==> config.mk <==
export PLATFORM = sky130hd
export DESIGN_NAME = asn1_token_scanner
export DESIGN_NICKNAME = d
export VERILOG_FILES = /design/src/design/ats_pkg.sv /design/src/design/ats_front.sv /design/src/design/ats_queue.sv /design/src/design/asn1_token_scanner.sv
export VERILOG_INCLUDE_DIRS = /design/src /design/src/design
export SDC_FILE = /design/constraint.sdc
export NUM_CORES = 2
export LEC_CHECK = 0
export ABC_AREA = 1
export BUFFER_PORTS_ARGS = -buffer_cell sky130_fd_sc_hd__buf_2
export CORE_MARGIN = 10
export CORE_UTILIZATION = 35
export DETAILED_ROUTE_END_ITERATION = 16
export PLACE_DENSITY = 0.61
export SLEW_MARGIN = 10
export SYNTH_ARGS = -nofsm -noshare
export SYNTH_HDL_FRONTEND = slang
export SYNTH_SLANG_ARGS = --single-unit
export TNS_END_PERCENT = 100
==> constraint.sdc <==
create_clock -name clk -period 10.1 [get_ports clk]
set_input_delay 1.01 -clock clk [delete_from_list [all_inputs] [get_ports clk]]
set_output_delay 1.01 -clock clk [all_outputs]
set_load 0.01 [all_outputs]
==> src/design/asn1_token_scanner_assert.svh <==
`ifndef ASN1_TOKEN_SCANNER_ASSERT_SVH
`define ASN1_TOKEN_SCANNER_ASSERT_SVH
// Assertion helpers, clocked on clk; ATS_ASSERT is quiet in reset, ATS_ASSERT_RST is not.
`define ATS_ASSERT(lbl, prop, msg) \
  lbl: assert property (@(posedge clk) disable iff (rst) (prop)) else $error(msg);
`define ATS_ASSERT_RST(lbl, prop, msg) \
  lbl: assert property (@(posedge clk) (prop)) else $error(msg);
`endif

==> src/design/ats_pkg.sv <==
package ats_pkg;
  localparam int NKW = 25;
  localparam int KW_BIT = 13;
  localparam int KW_OCTET = 14;
  localparam int MAX_TOKEN_CHARS_DEF = 255;
  localparam int MAX_SUFFIX_CHARS_DEF = 31;
  localparam logic [23:0] LINE_MAX = 24'hFFFFFF;
  localparam logic [31:0] POS_MAX = 32'hFFFFFFFF;

  localparam logic [5:0] K_INVALID = 6'd0;
  localparam logic [5:0] K_END = 6'd1;
  localparam logic [5:0] K_IDENT = 6'd2;
  localparam logic [5:0] K_NUMBER = 6'd3;
  localparam logic [5:0] K_KW0 = 6'd4;
  localparam logic [5:0] K_ASSIGN = 6'd29;
  localparam logic [5:0] K_RANGE = 6'd30;
  localparam logic [5:0] K_LBRACE = 6'd31;
  localparam logic [5:0] K_RBRACE = 6'd32;
  localparam logic [5:0] K_LBRACK = 6'd33;
  localparam logic [5:0] K_RBRACK = 6'd34;
  localparam logic [5:0] K_LPAREN = 6'd35;
  localparam logic [5:0] K_RPAREN = 6'd36;
  localparam logic [5:0] K_COMMA = 6'd37;
  localparam logic [5:0] K_SEMI = 6'd38;
  localparam logic [5:0] K_EQUAL = 6'd39;
  localparam logic [5:0] K_DOT = 6'd40;
  localparam logic [5:0] K_MINUS = 6'd41;

  typedef enum logic [3:0] {
    M_IDLE, M_IDENT, M_NUMBER, M_MINUS, M_COMMENT, M_COLON1, M_COLON2,
    M_DOT1, M_SPACES, M_SUFFIX
  } mode_t;

  typedef struct packed {
    logic [5:0]  kind;
    logic [23:0] line;
    logic [31:0] start;
    logic [31:0] stop;
    logic        last;
  } tok_t;

  // keyword text, 14 chars max, char 0 in the low byte
  typedef logic [13:0][7:0] kwtext_t;

  function automatic kwtext_t kw_str(input string s);
    kwtext_t r;
    r = '0;
    for (int i = 0; i < s.len(); i++) r[i] = s[i];
    return r;
  endfunction

  function automatic kwtext_t kw_text(input logic [4:0] i);
    case (i)
      5'd0: return kw_str("BEGIN");
      5'd1: return kw_str("END");
      5'd2: return kw_str("DEFINITIONS");
      5'd3: return kw_str("EXPLICIT");
      5'd4: return kw_str("IMPLICIT");
      5'd5: return kw_str("AUTOMATIC");
      5'd6: return kw_str("TAGS");
      5'd7: return kw_str("SEQUENCE");
      5'd8: return kw_str("CHOICE");
      5'd9: return kw_str("ENUMERATED");
      5'd10: return kw_str("INTEGER");
      5'd11: return kw_str("BOOLEAN");
      5'd12: return kw_str("REAL");
      5'd13: return kw_str("BIT");
      5'd14: return kw_str("OCTET");
      5'd15: return kw_str("VisibleString");
      5'd16: return kw_str("UTF8String");
      5'd17: return kw_str("SIZE");
      5'd18: return kw_str("OPTIONAL");
      5'd19: return kw_str("DEFAULT");
      5'd20: return kw_str("INCLUDE");
      5'd21: return kw_str("EXPORTS");
      5'd22: return kw_str("IMPORTS");
      5'd23: return kw_str("FROM");
      5'd24: return kw_str("ALL");
      default: return '0;
    endcase
  endfunction

  function automatic logic [3:0] kw_len(input logic [4:0] i);
    case (i)
      5'd0: return 4'd5;   5'd1: return 4'd3;   5'd2: return 4'd11;
      5'd3: return 4'd8;   5'd4: return 4'd8;   5'd5: return 4'd9;
      5'd6: return 4'd4;   5'd7: return 4'd8;   5'd8: return 4'd6;
      5'd9: return 4'd10;  5'd10: return 4'd7;  5'd11: return 4'd7;
      5'd12: return 4'd4;  5'd13: return 4'd3;  5'd14: return 4'd5;
      5'd15: return 4'd13; 5'd16: return 4'd10; 5'd17: return 4'd4;
      5'd18: return 4'd8;  5'd19: return 4'd7;  5'd20: return 4'd7;
      5'd21: return 4'd7;  5'd22: return 4'd7;  5'd23: return 4'd4;
      5'd24: return 4'd3;
      default: return 4'd0;
    endcase
  endfunction

  function automatic logic is_digit(input logic [7:0] b);
    return b inside {["0":"9"]};
  endfunction
  function automatic logic is_alpha(input logic [7:0] b);
    return b inside {["A":"Z"], ["a":"z"]};
  endfunction
  function automatic logic id_cont(input logic [7:0] b);
    return is_alpha(b) || is_digit(b) || b == "_" || b == "-";
  endfunction
  function automatic logic [31:0] pos_inc(input logic [31:0] p);
    return (p == POS_MAX) ? p : p + 32'd1;
  endfunction
endpackage

==> src/design/ats_front.sv <==
module ats_front #(
  parameter int MAX_TOKEN_CHARS = ats_pkg::MAX_TOKEN_CHARS_DEF,
  parameter int MAX_SUFFIX_CHARS = ats_pkg::MAX_SUFFIX_CHARS_DEF
) (
  input  logic         clk,
  input  logic         rst,
  input  logic         take,
  input  logic [7:0]   source_byte,
  output ats_pkg::tok_t tok0,
  output logic         tok0_vld,
  output ats_pkg::tok_t tok1,
  output logic         tok1_vld
);
  import ats_pkg::*;

  localparam kwtext_t STR_TXT = kw_str("STRING");

  mode_t       mode, mode_next;
  logic [NKW-1:0] cand, cand_next;
  logic [7:0]  tcnt, tcnt_next;
  logic [4:0]  scnt, scnt_next;
  logic        smatch, smatch_next;
  logic        octet, octet_next;
  logic [23:0] line, line_next;
  logic [31:0] pos;
  logic [31:0] tstart, tstart_next;
  logic [23:0] tline, tline_next;

  logic [4:0]  kw_hit;
  logic        kw_any;
  logic [5:0]  pend_kind;
  logic [7:0]  b;

  assign b = source_byte;

  // keyword mask filter for position idx
  function automatic logic [NKW-1:0] kw_filter(input logic [NKW-1:0] m,
                                               input logic [7:0] idx,
                                               input logic [7:0] c);
    logic [NKW-1:0] r;
    kwtext_t t;
    r = m;
    for (int i = 0; i < NKW; i++) begin
      t = kw_text(5'(i));
      if (idx >= {4'd0, kw_len(5'(i))} || t[idx[3:0]] != c) r[i] = 1'b0;
    end
    return r;
  endfunction

  always_comb begin
    kw_any = 1'b0;
    kw_hit = 5'd0;
    for (int i = NKW - 1; i >= 0; i--) begin
      if (cand[i] && {4'd0, kw_len(5'(i))} == tcnt) begin
        kw_any = 1'b1;
        kw_hit = 5'(i);
      end
    end
  end

  always_comb begin
    case (mode)
      M_IDENT: begin
        if (!kw_any) pend_kind = K_IDENT;
        else if (kw_hit == 5'(KW_BIT) || kw_hit == 5'(KW_OCTET)) pend_kind = K_INVALID;
        else pend_kind = K_KW0 + {1'b0, kw_hit};
      end
      M_NUMBER: pend_kind = K_NUMBER;
      M_MINUS:  pend_kind = K_MINUS;
      M_COLON1: pend_kind = K_IDENT;
      M_DOT1:   pend_kind = K_DOT;
      M_SUFFIX: begin
        if (smatch && scnt == 5'd6)
          pend_kind = octet ? K_KW0 + 6'(KW_OCTET) : K_KW0 + 6'(KW_BIT);
        else pend_kind = K_INVALID;
      end
      default: pend_kind = K_INVALID;
    endcase
  end

  always_comb begin
    logic busy;
    logic [5:0] k;
    mode_next = mode; cand_next = cand; tcnt_next = tcnt; scnt_next = scnt;
    smatch_next = smatch; octet_next = octet; line_next = line;
    tstart_next = tstart; tline_next = tline;
    tok0 = '0; tok1 = '0; tok0_vld = 1'b0; tok1_vld = 1'b0;
    busy = 1'b0;
    k = K_IDENT;
    if (b == 8'd0) begin
      if (mode != M_IDLE && mode != M_COMMENT) begin
        tok0 = '{pend_kind, tline, tstart, pos, 1'b0};
        tok0_vld = 1'b1;
        tok1 = '{K_END, line, pos, pos, 1'b1};
        tok1_vld = 1'b1;
      end else begin
        tok0 = '{K_END, line, pos, pos, 1'b1};
        tok0_vld = 1'b1;
      end
      mode_next = M_IDLE; cand_next = '1; tcnt_next = '0; scnt_next = '0;
      smatch_next = 1'b1; octet_next = 1'b0; line_next = 24'd1;
      tstart_next = '0; tline_next = 24'd1;
    end else begin
      busy = 1'b1;
      case (mode)
        M_IDLE: busy = 1'b0;
        M_IDENT: begin
          if (id_cont(b) && tcnt < 8'(MAX_TOKEN_CHARS)) begin
            cand_next = kw_filter(cand, tcnt, b);
            tcnt_next = tcnt + 8'd1;
          end else if (kw_any && (kw_hit == 5'(KW_BIT) || kw_hit == 5'(KW_OCTET))
                       && b == " ") begin
            mode_next = M_SPACES;
            octet_next = (kw_hit == 5'(KW_OCTET));
            scnt_next = '0;
            smatch_next = 1'b1;
          end else busy = 1'b0;
        end
        M_NUMBER: begin
          if (is_digit(b) && tcnt < 8'(MAX_TOKEN_CHARS)) tcnt_next = tcnt + 8'd1;
          else busy = 1'b0;
        end
        M_MINUS: begin
          if (b == "-") mode_next = M_COMMENT;
          else if (is_digit(b)) begin
            mode_next = M_NUMBER;
            tcnt_next = 8'd2;
          end else busy = 1'b0;
        end
        M_COMMENT: begin
          if (b == "\n") begin
            mode_next = M_IDLE;
            busy = 1'b0;
          end
        end
        M_COLON1: begin
          if (b == ":") mode_next = M_COLON2;
          else busy = 1'b0;
        end
        M_COLON2: begin
          if (b == "=") begin
            tok0 = '{K_ASSIGN, tline, tstart, pos_inc(pos), 1'b0};
            tok0_vld = 1'b1;
            mode_next = M_IDLE;
          end else busy = 1'b0;
        end
        M_DOT1: begin
          if (b == ".") begin
            tok0 = '{K_RANGE, tline, tstart, pos_inc(pos), 1'b0};
            tok0_vld = 1'b1;
            mode_next = M_IDLE;
          end else busy = 1'b0;
        end
        M_SPACES: begin
          if (b == "S") begin
            mode_next = M_SUFFIX;
            scnt_next = 5'd1;
            smatch_next = 1'b1;
          end else if (b != " ") busy = 1'b0;
        end
        M_SUFFIX: begin
          if (id_cont(b) && scnt < 5'(MAX_SUFFIX_CHARS)) begin
            if (scnt >= 5'd6 || STR_TXT[scnt[2:0]] != b) smatch_next = 1'b0;
            scnt_next = scnt + 5'd1;
          end else busy = 1'b0;
        end
        default: busy = 1'b0;
      endcase
      // pending token closed by a byte it does not take
      if (!busy && mode != M_IDLE && mode != M_COMMENT) begin
        tok0 = '{pend_kind, tline, tstart, pos, 1'b0};
        tok0_vld = 1'b1;
        mode_next = M_IDLE;
      end
      if (!busy) begin
        if (b == " " || b == "\t" || b == "\r") begin
        end else if (b == "\n") begin
          if (line < LINE_MAX) line_next = line + 24'd1;
        end else begin
          tstart_next = pos;
          tline_next = line;
          if (is_alpha(b) || b == "_") begin
            mode_next = M_IDENT;
            cand_next = kw_filter('1, 8'd0, b);
            tcnt_next = 8'd1;
          end else if (is_digit(b)) begin
            mode_next = M_NUMBER;
            tcnt_next = 8'd1;
          end else if (b == "-") mode_next = M_MINUS;
          else if (b == ":") mode_next = M_COLON1;
          else if (b == ".") mode_next = M_DOT1;
          else begin
            case (b)
              "{": k = K_LBRACE;
              "}": k = K_RBRACE;
              "[": k = K_LBRACK;
              "]": k = K_RBRACK;
              "(": k = K_LPAREN;
              ")": k = K_RPAREN;
              ",": k = K_COMMA;
              ";": k = K_SEMI;
              "=": k = K_EQUAL;
              default: k = K_IDENT;
            endcase
            if (tok0_vld) begin
              tok1 = '{k, line, pos, pos_inc(pos), 1'b1};
              tok1_vld = 1'b1;
            end else begin
              tok0 = '{k, line, pos, pos_inc(pos), 1'b1};
              tok0_vld = 1'b1;
            end
          end
        end
      end
      if (tok0_vld && !tok1_vld) tok0.last = 1'b1;
    end
  end

  always_ff @(posedge clk) begin
    if (rst) begin
      mode <= M_IDLE; cand <= '1; tcnt <= '0; scnt <= '0; smatch <= 1'b1;
      octet <= 1'b0; line <= 24'd1; pos <= '0; tstart <= '0; tline <= 24'd1;
    end else if (take) begin
      mode <= mode_next; cand <= cand_next; tcnt <= tcnt_next; scnt <= scnt_next;
      smatch <= smatch_next; octet <= octet_next; line <= line_next;
      tstart <= tstart_next; tline <= tline_next;
      pos <= (b == 8'd0) ? 32'd0 : pos_inc(pos);
    end
  end
endmodule

==> src/design/ats_queue.sv <==
module ats_queue #(
  parameter int DEPTH = 4
) (
  input  logic          clk,
  input  logic          rst,
  input  ats_pkg::tok_t w0,
  input  logic          w0_en,
  input  ats_pkg::tok_t w1,
  input  logic          w1_en,
  output logic          room2,
  output ats_pkg::tok_t rd,
  output logic          rd_vld,
  input  logic          rd_en
);
  import ats_pkg::*;
  localparam int AW = $clog2(DEPTH);

  tok_t mem [DEPTH];
  logic [AW-1:0] wp, rp;
  logic [AW:0] cnt;
  logic [AW:0] nw;
  logic do_rd;

  assign do_rd = rd_en && rd_vld;
  assign rd_vld = cnt != '0;
  assign rd = mem[rp];
  assign room2 = cnt <= (AW+1)'(DEPTH - 2);
  assign nw = (AW+1)'(w0_en) + (AW+1)'(w1_en);

  always_ff @(posedge clk) begin
    if (w0_en) mem[wp] <= w0;
    if (w1_en) mem[w0_en ? AW'(wp + AW'(1)) : wp] <= w1;
  end

  always_ff @(posedge clk) begin
    if (rst) begin
      wp <= '0; rp <= '0; cnt <= '0;
    end else begin
      wp <= wp + nw[AW-1:0];
      if (do_rd) rp <= rp + AW'(1);
      cnt <= cnt + nw - (AW+1)'(do_rd);
    end
  end
endmodule

==> src/design/asn1_token_scanner.sv <==
// ASN.1 lexer: one source byte per push (0 ends the input and restarts the
// scanner), up to two tokens per byte popped in order, each with kind, start
// line and byte span. A byte is taken each cycle push is high and full is low;
// full rises when the four-entry token queue cannot hold two more tokens.
// A token is queued as its closing byte is taken and pops after older ones.
`include "asn1_token_scanner_assert.svh"
module asn1_token_scanner #(
  parameter int MAX_TOKEN_CHARS = ats_pkg::MAX_TOKEN_CHARS_DEF,
  parameter int MAX_SUFFIX_CHARS = ats_pkg::MAX_SUFFIX_CHARS_DEF
) (
  input  logic        clk,
  input  logic        rst,
  input  logic        push,
  output logic        full,
  input  logic [7:0]  source_byte,
  output logic        empty,
  input  logic        pop,
  output logic [5:0]  token_kind,
  output logic [23:0] token_line,
  output logic [31:0] start_offset,
  output logic [31:0] end_offset,
  output logic        last_of_step
);
  import ats_pkg::*;

  tok_t t0, t1, rd;
  logic v0, v1, room2, rd_vld, take;

  assign full = !room2;
  assign take = push && room2;

  ats_front #(.MAX_TOKEN_CHARS(MAX_TOKEN_CHARS), .MAX_SUFFIX_CHARS(MAX_SUFFIX_CHARS))
    u_front (.clk, .rst, .take, .source_byte, .tok0(t0), .tok0_vld(v0),
             .tok1(t1), .tok1_vld(v1));

  ats_queue #(.DEPTH(4)) u_q (.clk, .rst, .w0(t0), .w0_en(take && v0),
    .w1(t1), .w1_en(take && v1), .room2, .rd, .rd_vld, .rd_en(pop));

  assign empty = !rd_vld;
  assign token_kind = rd.kind;
  assign token_line = rd.line;
  assign start_offset = rd.start;
  assign end_offset = rd.stop;
  assign last_of_step = rd.last;

  `ATS_ASSERT(a_two_needs_first, v1 |-> v0, "second token without first")
  `ATS_ASSERT(a_last_set, (v0 && !v1) |-> t0.last, "single token not marked last")
  `ATS_ASSERT(a_end_last, (!empty && token_kind == K_END) |-> last_of_step,
              "end token not last")
  `ATS_ASSERT_RST(a_rst_empty, $past(rst) |-> empty, "queue not empty after reset")
endmodule
Word level (Yosys, flattened, before mapping)

Memory sizes are Yosys's and may differ from the RTL's. A register that Yosys moved wholly into a read port is not among the register bits.
Index checks and enable logic that the tools add are counted.

Bits in read-only memories: 64
Flip-flop bits (word level): 163
Input port bits: 12
RAM bits: 380
Memories: 2

Memories:

| memory           | words | width | rd ports | clocked after Yosys merged registers in | wr ports | RTL line         | text |
|---|---|---|---|---|---|---|---|
| u_q.mem          | 4     | 95    | 1        | 1                                       | 2        | ats_queue.sv:18  | `tok_t mem [DEPTH];` |
| (name not given) | 8     | 8     | 1        | 1                                       | 0        | ats_front.sv:163 | `if (scnt >= 5'd6 \|\| STR_TXT[scnt[2:0]] != b) smatch_next = 1'b0;` |

Eq/ne operators: 103
Order comparisons: 33
Reduce and logical (&&, ||, !) cells: 118
Mux-type cells: 582
$add $sub $neg: 11

Operators with widths:

| operator                | count |
|---|---|
| $mux W112               | 75 |
| $mux W95                | 22 |
| $mux W8                 | 161 |
| $bmux W8 S4             | 25 |
| $ne A8 B8 Y1            | 51 |
| $mux W4                 | 99 |
| $mux W24                | 9 |
| $mux W32                | 6 |
| $pmux W95 S2            | 1 |
| $mux W94                | 2 |
| $mux W25                | 7 |
| $mux W5                 | 30 |
| $mux W1                 | 127 |
| $mux W90                | 1 |
| $ge A8 B4 Y1            | 10 |
| $eq A8 B6 Y1 const B    | 9 |
| $logic_or A1 B1 Y1      | 58 |
| $eq A8 B7 Y1 const B    | 7 |
| $pmux W6 S9             | 1 |
| $logic_and A1 B1 Y1     | 42 |
| $eq A4 B8 Y1 const A    | 5 |
| $ge A1 B4 Y1 const A    | 10 |
| $pmux W6 S6             | 1 |
| $add A32 B1 Y32 const B | 1 |
| other kinds (53)        | 87 |

Longest topological paths before layout

Depth after elaboration: 55
Depth in mapped cells: 37
Depth with buffers taken out: 34

Hierarchy

From an unflattened synthesis, not the netlist that was laid out.

Cell total of the unflattened synthesis: 4865
Area total of the unflattened synthesis: 34873.4 um^2

By module, submodules not included:

| module             | instances | cells an instance | area each (um^2) | sequential area each (um^2) |
|---|---|---|---|---|
| ats_queue          | 1         | 2273              | 20044.2          | 11591.1 |
| ats_front          | 1         | 2584              | 14796.7          | 3243.1 |
| asn1_token_scanner | 1         | 8                 | 32.5             | 0.0 |

Worst setup path after synthesis

No wires, ideal clock.

Path kind: input to register
Start: input source_byte[2]
End: memory u_q.mem[3][0] (netlist name) (enable)
Stages on the path: 26
Data required time: 9643 ps
Data arrival time: 5812 ps
Buffers on the path: 3
Slack: 3832 ps
Cell sequence: buf_4 nor2_4 inv_2 nor2_1 inv_2 o21ai_2 nand2_1 nor2_2 inv_2 nor2_2 nor2_2 inv_2 nor2_4 clkinv_2 nand2_2 a2111oi_4 nand3_1 nor2_1 nand2_1 nand3_4 nand3_1 nand2_4 nand3_4 buf_6 buf_2 nand2_1

RTL lines:

| element            | RTL line                 | text |
|---|---|---|
| start: declaration | asn1_token_scanner.sv:15 | `input logic [7:0] source_byte,` |
| end: declaration   | ats_queue.sv:18          |  |

==> impl_metrics.toml <==
[status]
run_status = "finished, final reports clean"

[logic_synthesis]
ys_async_sr_fraction = 0
post_syn_area_mm2 = 0.0356
syn-mean-instance-area_um2 = 7.46
synth-main-ff-cell = "sky130_fd_sc_hd__edfxtp_1"
ys_ff_latch = 551
postSynthCellCount = 4773
synthesis.nets = 4816
netlist-cell-type-count = 66
edff_count_synth = 380
yosysSeqAreaShare = 0.416
ys.warnings.count = 0

[clocking]
cts-resized-gates = 0
h_tree_depth = 3
clock-root-buffer = "sky130_fd_sc_hd__clkbuf_16"
hold_bufs_inserted_after_cts = 0
max-clock-path-buffers = 3
cts_made_buffers = 68
postCtsSetupRepairBufs = 0
clock_sink_count = 551
clk_pin_slew_ns = 0.06
clk_lat_worst_skew_ns = 0.63
cts_tree = "done"

[worst_setup_path]
critPathLaunchType = "primary input"
critPathMaxFanout = 67
worst-endpoint-required_ns = 10.59
r2r_slack_ns = 3.17
worstPathArrival_ns = 7.42
cp-end-kind = "register"
timing_worst_setup_path_type = "in -> reg"

[timing]
report.final.slew_viol_count = 0
tns_ns = 0
unrepaired_setup_endpoints_after_global_routing = "no"
final_hold_viol_count = 0
worst_slew_pin_slew_ns = 1.19
final_worst_path_setup_slack_ns = 3.16
setup_violations = 0
timing.slew.headroom = 0.208
max_clock_freq_mhz = 144
period_needed_ns = 6.94
fin_crit_sh = 0.687
clock-skew-final_ns = 0.0265

[floorplan]
die-area_mm2 = 0.115
initial_utilization = 0.354
floorplan.core_area_mm2 = 0.101
rows = 116
die_width_um = 339
io_pins = 109
die_height_um = 339

[worst_hold_path]
worstHoldPathType = "reg -> reg"

[finish]
fillCellCount = 10400
antennaDiodeCount = 0
fin_nets = 4655
multi_input_combinational_cell_area_mm2 = 0.0177
seqCellArea_mm2 = 0.0148
area_growth_pct = 8.44
finalNonFillerCells = 6024
final_layout_size_suffix_gt1_frac = 0.0750

[place]
detailedPlace.worstSlack_ns = 2.65
place_congestion = 0.952
numPortBuffers = 108
dp_cells = 5899
dp_hpwl_mm = 80.5

[drt]
iter_0_drt_violations = 4109
avgViaCountPerCell = 5.81
detail_route.drc_violations = 0
detailroute.via_count = 35000
post_drt_wl_per_cell_um = 21.8
wl_mm = 131
detailedRoute.firstPassIterationCount = 6
drt.antenna.violating_nets = 0

[pwr]
power.density_cell_area_mw_per_mm2 = 275
irDropWorstVdd_mv = 0.312
p_leak_uw = 0.0151

[global_route]
globalRouteOverflowTotal = 0
grt_antenna_before_repair = 2
grt_pass1_vias = 32700
first_pass_grt_wire_length_mm = 200
grt_usage = 0.218
grt_start_max_net_pins = 177

[run]
max_cap_violations = 0
[path summary, 6_finish.rpt]
kind / from / endpoint / cells after the start
hold / removal: u_q.rp[1]$_SDFFE_PP0P_ / register / 2
setup / recovery: source_byte[4] / u_q.mem[3][31]$_DFFE_PP_ / 24
setup reg to reg: u_front.tcnt[0]$_SDFFE_PP0P_ / u_q.mem[3][31]$_DFFE_PP_ / 29
hold reg to reg: u_q.rp[1]$_SDFFE_PP0P_ / register / 2
[flip-flops by register name, summed over array words and instances (netlist names), named ones only]
register	count
u_q.wp	2
u_front.line	24
u_front.scnt	5
u_front.smatch	1
u_front.pos	32
u_front.cand	25
u_front.tcnt	8
u_front.tstart	32
u_front.octet	1
u_q.mem	380
u_front.tline	24
u_front.mode	4
u_q.cnt	3
u_q.rp	2
[synth_stat cells, types with 7 or more instances]
cell type | instances | area (µm²)
sky130_fd_sc_hd__xor2_1 | 95 | 832
sky130_fd_sc_hd__o22ai_1 | 136 | 851
sky130_fd_sc_hd__o211ai_1 | 40 | 300
sky130_fd_sc_hd__ha_1 | 30 | 375
sky130_fd_sc_hd__a21oi_1 | 203 | 1020
sky130_fd_sc_hd__nor3_1 | 50 | 250
sky130_fd_sc_hd__nor2_1 | 494 | 1850
sky130_fd_sc_hd__nand2_2 | 8 | 50.1
sky130_fd_sc_hd__a22oi_1 | 25 | 188
sky130_fd_sc_hd__o31ai_1 | 22 | 165
sky130_fd_sc_hd__a211oi_1 | 29 | 218
sky130_fd_sc_hd__buf_4 | 49 | 368
sky130_fd_sc_hd__nand2_1 | 1201 | 4510
sky130_fd_sc_hd__or2_2 | 10 | 62.6
sky130_fd_sc_hd__nand3_1 | 123 | 616
sky130_fd_sc_hd__o21ai_0 | 492 | 2460
sky130_fd_sc_hd__inv_1 | 288 | 1080
sky130_fd_sc_hd__dfxtp_1 | 171 | 3420
sky130_fd_sc_hd__nor4_1 | 31 | 194
sky130_fd_sc_hd__buf_2 | 101 | 505
sky130_fd_sc_hd__inv_2 | 14 | 52.6
sky130_fd_sc_hd__clkinv_1 | 9 | 33.8
sky130_fd_sc_hd__a2111oi_0 | 7 | 61.3
sky130_fd_sc_hd__clkbuf_1 | 186 | 698
sky130_fd_sc_hd__nand4_1 | 398 | 2490
sky130_fd_sc_hd__edfxtp_1 | 380 | 11400
sky130_fd_sc_hd__buf_1 | 23 | 86.3
sky130_fd_sc_hd__o221ai_1 | 7 | 61.3
sky130_fd_sc_hd__a31oi_1 | 43 | 269
sky130_fd_sc_hd__buf_6 | 34 | 383
[critical path: stages]
cell and delay [ns]:
sky130_fd_sc_hd__buf_2 0.25, sky130_fd_sc_hd__inv_1 0.74, sky130_fd_sc_hd__nor3_1 0.22, sky130_fd_sc_hd__nand2_1 0.11, sky130_fd_sc_hd__nand2_1 0.15, sky130_fd_sc_hd__nor2_2 0.15, sky130_fd_sc_hd__inv_2 0.05, sky130_fd_sc_hd__nor2_2 0.11
sky130_fd_sc_hd__nor2_2 0.06, sky130_fd_sc_hd__inv_2 0.06, sky130_fd_sc_hd__nor2_4 0.06, sky130_fd_sc_hd__clkinv_2 0.26, sky130_fd_sc_hd__nand2_2 0.16, sky130_fd_sc_hd__a2111oi_4 0.36, sky130_fd_sc_hd__nand3_1 0.49, sky130_fd_sc_hd__nor2_1 0.36
sky130_fd_sc_hd__nand2_1 0.17, sky130_fd_sc_hd__nand3_4 0.14, sky130_fd_sc_hd__nand3_1 0.18, sky130_fd_sc_hd__nand2_8 0.42, sky130_fd_sc_hd__buf_4 0.75, sky130_fd_sc_hd__buf_4 0.71, sky130_fd_sc_hd__nand4_1 0.22, sky130_fd_sc_hd__nand2_1 0.13
[power by group]
part | internal, µW | switching, µW | leakage [µW]
logic | 1150 | 3630 | 0.00909
clock network | 1420 | 1030 | 0.00107
registers | 3150 | 258 | 0.00495
total | 5720 | 4920 | 0.0151
[per-layer routing]
| metal | track usage | share of wire |
|---|---|---|
| met1 | 0.277 | 0.41 |
| met2 | 0.361 | 0.47 |
| met3 | 0.0365 | 0.080 |
| met4 | 0.0938 | 0.043 |
| met5 | 0 | 0.000069 |
[cell type report]
cell class / count / area share
clock buffers: 92 / 0.0485
clock inverters: 33 / 0.00884
inverters: 315 / 0.0312
multi-input cells: 3512 / 0.457
flip-flops and latches: 551 / 0.384
well taps: 1357 / 0.0439
repair buffers: 164 / 0.0265
[kinds of logic after synthesis]
family                   Yosys count  synth area share
AO/OA/AOI/OAI                   1031             0.164
XOR/XNOR                          97            0.0238
adder cells (fa/ha/maj)           31            0.0111
buffers and inverters            710            0.0913
flip-flops                       551             0.416
AND/OR/NAND/NOR                 2353             0.293
[placed cells by master, fill, tap and decap left out, drive strengths merged, types with 4 or more instances in the layout]
cell type | synthesis | final
nand2 | 1215 | 1215
nor2 | 508 | 508
o21ai | 496 | 496
nand4 | 399 | 399
edfxtp | 380 | 380
inv | 305 | 311
a21oi | 203 | 203
dfxtp | 171 | 171
buf | 207 | 164
o22ai | 136 | 136
nand3 | 131 | 131
xor2 | 95 | 95
clkbuf | 187 | 92
nor3 | 53 | 53
a31oi | 43 | 43
o211ai | 40 | 40
nor4 | 31 | 31
ha | 30 | 30
clkinv | 10 | 30
a211oi | 29 | 29
a22oi | 25 | 25
o31ai | 22 | 22
or2 | 10 | 10
a2111oi | 8 | 8
o221ai | 7 | 7
o2111ai | 5 | 5
bufinv | 0 | 4
[through the flow]
step / instance area, µm² / util / hold slack [ns] / total power [µW]
2_1_floorplan: 35600 / - / 0.436 / 6710
3_3_place_gp: 36400 / 0.362 / 0.442 / 8120
4_1_cts: 38600 / 0.384 / 0.457 / 10600
6_report: 38600 / 0.384 / 0.454 / 10600
5_1_grt: 38600 / 0.384 / 0.483 / 11300
3_5_place_dp: 36400 / 0.362 / 0.446 / 8190
Note: power is estimated with default switching activity, not from simulation.
